<file path="src/rtl/yuyv_to_nv12_chroma_average_assert.svh">
// Assertion macros shared by the YUYV to NV12 chroma averaging block.
`ifndef YUYV_TO_NV12_CHROMA_AVERAGE_ASSERT_SVH
`define YUYV_TO_NV12_CHROMA_AVERAGE_ASSERT_SVH

// Condition a implies condition b in the same cycle.
`define Y2N_ASSERT_SAME(label, clk, rst, a, b) \
   label: assert property (@(posedge clk) disable iff (rst) (a) |-> (b)) \
      else $error("y2n check failed: same-cycle implication");

// Condition a implies condition b in the next cycle.
`define Y2N_ASSERT_NEXT(label, clk, rst, a, b) \
   label: assert property (@(posedge clk) disable iff (rst) (a) |=> (b)) \
      else $error("y2n check failed: next-cycle implication");

`endif

</file>
<file path="src/rtl/y2n_pkg.sv">
// Types and constants of the YUYV to NV12 chroma averaging block.
`default_nettype none
package y2n_pkg;

   localparam int MAX_WIDTH_DEFAULT  = 1024;
   localparam int MAX_HEIGHT_DEFAULT = 4096;

   localparam int PAIRS_W    = 10;
   localparam int LINES_W    = 13;
   localparam int SAMPLE_W   = 8;
   localparam int COLUMN_W   = 9;
   localparam int ROW_W      = 12;
   localparam int CSR_ADDR_W = 3;
   localparam int CSR_DATA_W = 32;

   localparam logic [PAIRS_W-1:0] PAIRS_RESET = 10'd160;
   localparam logic [LINES_W-1:0] LINES_RESET = 13'd240;

   // Register index, taken from address bit 2 (registers lie 4 bytes apart).
   typedef enum logic {
      REG_PAIRS = 1'b0,
      REG_LINES = 1'b1
   } reg_index_type;

   // Position tag of one pixel pair, handed from the counters to the output stage.
   typedef struct packed {
      logic [COLUMN_W-1:0] pair_column;
      logic [ROW_W-1:0]    row_index;
      logic                chroma_valid;
      logic                frame_last;
   } tag_type;

endpackage
`default_nettype wire

</file>
<file path="src/rtl/y2n_position.sv">
// Column and row counters with frame wrap and the line buffer slot of each pair.
`default_nettype none
module y2n_position #(
   parameter int LINE_DEPTH = 512,
   parameter int MAX_HEIGHT = 4096,
   localparam int COL_W = (LINE_DEPTH > 1) ? $clog2(LINE_DEPTH) : 1,
   localparam int CNT_W = (MAX_HEIGHT > 1) ? $clog2(MAX_HEIGHT) : 1
) (
   input  wire logic                          clock,
   input  wire logic                          reset,
   input  wire logic                          advance,
   input  wire logic                          frame_start,
   input  wire logic [y2n_pkg::PAIRS_W-1:0]   pairs_cfg,
   input  wire logic [y2n_pkg::LINES_W-1:0]   lines_cfg,
   output logic      [COL_W-1:0]              slot,
   output y2n_pkg::tag_type                   tag
);

   localparam int PW = (COL_W + 1 > y2n_pkg::PAIRS_W) ? COL_W + 1 : y2n_pkg::PAIRS_W;
   localparam int LW = (CNT_W + 1 > y2n_pkg::LINES_W) ? CNT_W + 1 : y2n_pkg::LINES_W;

   logic [COL_W-1:0] col_ff, col_in, col_cur;
   logic [CNT_W-1:0] row_ff, row_in, row_cur;
   logic [PW-1:0]    pairs_eff, col_next;
   logic [LW-1:0]    lines_eff, row_next;
   logic             col_wrap, row_wrap;

   always_comb begin
      // Out-of-range sizes are clamped to the buffer and frame limits.
      pairs_eff = PW'(pairs_cfg);
      if (pairs_eff == '0) begin
         pairs_eff = PW'(1);
      end else if (pairs_eff > PW'(LINE_DEPTH)) begin
         pairs_eff = PW'(LINE_DEPTH);
      end
      lines_eff = LW'(lines_cfg);
      if (lines_eff == '0) begin
         lines_eff = LW'(1);
      end else if (lines_eff > LW'(MAX_HEIGHT)) begin
         lines_eff = LW'(MAX_HEIGHT);
      end

      col_cur  = frame_start ? '0 : col_ff;
      row_cur  = frame_start ? '0 : row_ff;
      col_next = PW'(col_cur) + PW'(1);
      row_next = LW'(row_cur) + LW'(1);
      col_wrap = (col_next >= pairs_eff);
      row_wrap = (row_next >= lines_eff);

      col_in = col_ff;
      row_in = row_ff;
      if (advance) begin
         if (col_wrap) begin
            col_in = '0;
            row_in = row_wrap ? '0 : CNT_W'(row_next);
         end else begin
            col_in = COL_W'(col_next);
            row_in = row_cur;
         end
      end

      slot             = col_cur;
      tag.pair_column  = y2n_pkg::COLUMN_W'(col_cur);
      tag.row_index    = y2n_pkg::ROW_W'(row_cur);
      tag.chroma_valid = row_cur[0];
      tag.frame_last   = (col_next == pairs_eff) && (row_next == lines_eff);
   end

   always_ff @(posedge clock) begin
      if (reset) begin
         col_ff <= '0;
         row_ff <= '0;
      end else begin
         col_ff <= col_in;
         row_ff <= row_in;
      end
   end

endmodule
`default_nettype wire

</file>
<file path="config.mk">
export PLATFORM = sky130hd
export DESIGN_NAME = y2n_position
export DESIGN_NICKNAME = d
export VERILOG_FILES = /design/src/rtl/yuyv_to_nv12_chroma_average_assert.svh /design/src/rtl/y2n_pkg.sv /design/src/rtl/y2n_position.sv
export SDC_FILE = /design/constraint.sdc
export NUM_CORES = 1
export LEC_CHECK = 0
export BUFFER_PORTS_ARGS = -buffer_cell sky130_fd_sc_hd__buf_2
export CAP_MARGIN = 20
export CORE_MARGIN = 4
export CORE_UTILIZATION = 40
export DETAILED_ROUTE_END_ITERATION = 10
export PLACE_DENSITY = 0.67
export SLEW_MARGIN = 20
export SYNTH_ARGS = -nofsm -noshare
export SYNTH_HDL_FRONTEND = slang
export SYNTH_SLANG_ARGS = --single-unit
</file>
<file path="constraint.sdc">
create_clock -name clock -period 4.1 [get_ports clock]
set_input_delay 1.025 -clock clock [delete_from_list [all_inputs] [get_ports clock]]
set_output_delay 1.025 -clock clock [all_outputs]
set_load 0.01 [all_outputs]
</file>
==> flow_metrics.py <==
metrics = {
    "finish": {
        "area_growth_pct": 35.4,
        "fillerInstances": 488,
        "layoutNonFillerInstCount": 399,
        "mostFrequentLayoutCells": "buf_2 (57), buf_4 (37), nand2_1 (25), ha_1 (22), dfxtp_1 (21)",
        "final_common_cell": "buf_2",
        "drive_gt1_frac": 0.380,
        "num-nets-final": 385,
        "finalInstanceArea_um2": 2760,
        "insertedDiodeCount": 0,
    },
    "routing": {
        "drtIter0Drc": 87,
        "highest_layer": "met4",
        "met3WireLength_um": 297,
        "postRouteAntennaNets": 0,
        "drc": 0,
        "wl_per_cell_um": 14.5,
        "met2_length_um": 2790,
        "viasPerCell": 5.28,
        "wl_um": 5780,
        "dr.pass1.iters": 4,
        "vias": 2105,
        "m1WireLength_um": 2630,
    },
    "run": {
        "drv_cap": 0,
    },
    "critical_path": {
        "start_kind": "input port",
        "path_max_fanout": 3,
        "crit_path_end_kind": "output pin",
        "crit_type": "in -> out",
        "worstPathArrival_ns": 3.21,
        "r2r_start": "col_ff[1]",
        "critPathRequiredTime_ns": 3.07,
        "setup.worst_path.start": "frame_start",
    },
    "power": {
        "power_uw": 449,
        "power.density_nw_per_um2": 163,
        "p_leak_uw": 0.00142,
        "ir_drop_mv": 0.0845,
    },
    "timing": {
        "slew-limit-headroom": 0.458,
        "rsz0062_at_grt": "true",
        "setup_slack_ns": -0.136,
        "period_minus_slack_ns": 4.24,
        "period_share": 1.03,
        "hold_viol": 0,
        "setup_viol": 1,
        "drv_slew": 0,
        "whs_ns": 0.475,
        "skew_ns": 0.00476,
        "worst-slew-pin-transition_ns": 0.811,
        "max_freq_mhz": 236,
    },
    "run_status": {
        "outcome": "complete, but fails checks",
        "violations": "negative setup slack",
    },
    "yosys": {
        "synth_edf_count": 0,
        "syn_nets": 299,
        "synth_seq_cells": 21,
        "synthArstFlopShare": 0,
        "synth_top_family_by_area": "simple AND/OR/NAND/NOR gates",
        "synth-seq-area-share": 0.206,
        "synth_fa_ha_area_frac": 0.153,
        "synth_mux_area_frac": 0,
        "yosys_warnings": 0,
        "syn_inst": 247,
        "synth_compound_area_frac": 0.193,
        "synth-xor-area-share": 0.0731,
        "syn_area_um2": 2040,
        "synth_area_per_cell_um2": 8.25,
        "synth_simple_gate_area_frac": 0.277,
        "synth_flop_cell": "dfxtp_1",
        "synth.distinct_cells": 44,
    },
    "cts": {
        "clock-sinks": 21,
        "clk_latency_ns": 0.26,
        "cts_made_buffers": 3,
        "hold_buffers": 0,
        "cts_max_path_buffers": 2,
        "clk_pin_slew_ns": 0.08,
        "h-tree-depth": 1,
        "cts_tree": "yes",
        "root_buffer": "clkbuf_8",
    },
    "worst_hold_path": {
        "worstHoldStart": "row_ff[8]",
        "hp-class": "reg -> reg",
    },
    "floorplan": {
        "coreArea_um2": 4820,
        "fp.dieArea_um2": 6300,
        "rows": 25,
        "ios": 59,
        "initial_utilization": 0.423,
        "die_y_um": 79.4,
        "die_w_um": 79.4,
    },
    "placement": {
        "place_worst_setup_slack_ns": -0.292,
        "gp_congestion": 0.847,
        "port_buffers": 58,
        "placed_area_um2": 2610,
        "dp.cells": 388,
        "dp_hpwl_um": 4720,
    },
    "global_route": {
        "overflow": 0,
        "grt_pass1_vias": 2065,
        "track_usage": 0.189,
        "grt_pass1_wl_um": 9500,
        "antenna_found_initial": 0,
        "grt_start_max_net_pins": 15,
    },
}
==> power breakdown <==
part	switching, uW	internal [uW]	total (uW)	leakage (uW)
combinational	56.9	45.8	103	0.00123
sequential	1.71	205	207	0.000169
clock	69.8	69.3	139	0.0000228
total	128	320	449	0.00142
==> cells in the mapped netlist, types with 2 or more instances <==
| cell type | instances | area (um2) |
|---|---|---|
| and3_1 | 8 | 50.1 |
| o31ai_1 | 2 | 15.0 |
| dfxtp_1 | 21 | 420 |
| nor2_1 | 15 | 56.3 |
| nor2b_1 | 12 | 75.1 |
| ha_1 | 25 | 313 |
| xor2_1 | 11 | 96.3 |
| buf_2 | 2 | 10.0 |
| nand2b_1 | 4 | 25.0 |
| o31ai_2 | 2 | 25.0 |
| nand3_1 | 7 | 35.0 |
| nor4_4 | 2 | 42.5 |
| a41oi_1 | 2 | 17.5 |
| nand4_1 | 3 | 18.8 |
| o211ai_1 | 2 | 15.0 |
| nand2b_4 | 2 | 27.5 |
| xnor2_1 | 6 | 52.6 |
| o32ai_1 | 2 | 17.5 |
| a21oi_1 | 9 | 45.0 |
| nor3b_1 | 2 | 15.0 |
| o22ai_1 | 8 | 50.1 |
| nor4_1 | 5 | 31.3 |
| inv_1 | 21 | 78.8 |
| buf_4 | 12 | 90.1 |
| o21ai_0 | 9 | 45.0 |
| nor3_1 | 3 | 15.0 |
| a32o_1 | 9 | 90.1 |
| nand2_1 | 25 | 93.8 |
==> per-stage QoR <==
| stage | util | setup TNS [ns] |
|---|---|---|
| after floorplan | - | -0.0898 |
| after global placement | 0.542 | -0.275 |
| after detailed placement | 0.542 | -0.369 |
| after CTS | 0.569 | -0.190 |
| after global routing | 0.573 | -0.246 |
| final | 0.573 | -0.136 |
==> final timing paths <==
path	to	cells past startpoint	slack (ns)
worst max register to register	row_ff[11]	13	0.85
worst min register to register	row_ff[8]	2	0.48
worst max-delay path	tag[0]	14	-0.14
worst min-delay path	row_ff[8]	2	0.48
==> layout make-up <==
cell class / instances / area, um2 / area share
tap: 67 / 83.8 / 0.0304
inverter: 22 / 85.1 / 0.0308
timing repair buffer: 97 / 609 / 0.221
sequential: 21 / 420 / 0.152
multi-input combinational: 188 / 1520 / 0.549
clock buffer: 4 / 45.0 / 0.0163
==> cell families after synthesis <==
group	after synthesis
AO/OA/AOI/OAI	51
buffers and inverters	38
XOR/XNOR	17
adder cells (fa/ha/maj)	25
AND/OR/NAND/NOR	95
flip-flops	21
==> flip-flops by register name, summed over array words and instances, names as in the netlist <==
register and flops:
row_ff 12, col_ff 9
==> per-layer routing <==
layer  global-route usage  vias up
li1                     -     1053
met1                0.239      973
met2                0.339       71
met3               0.0237        8
met4               0.0412        0
met5                    0        -
==> critical path, stage by stage <==
cell     delay (ns)
buf_8          0.11
buf_12         0.11
nor2_4         0.10
ha_4           0.14
nand4_1        0.14
nor4_4         0.20
and3_4         0.24
xnor2_2        0.12
inv_1          0.06
ha_1           0.29
nand4_1        0.13
nor3_2         0.17
and4_1         0.23
buf_2          0.14
==> what timing repair did <==
item | in CTS | in global routing
setup buffers | 6 | 1
gates resized for setup | 8 | 1
endpoints found under the setup margin | 1 | 1
pin swaps | 10 | 4
Power figures use the tool's default switching activity.
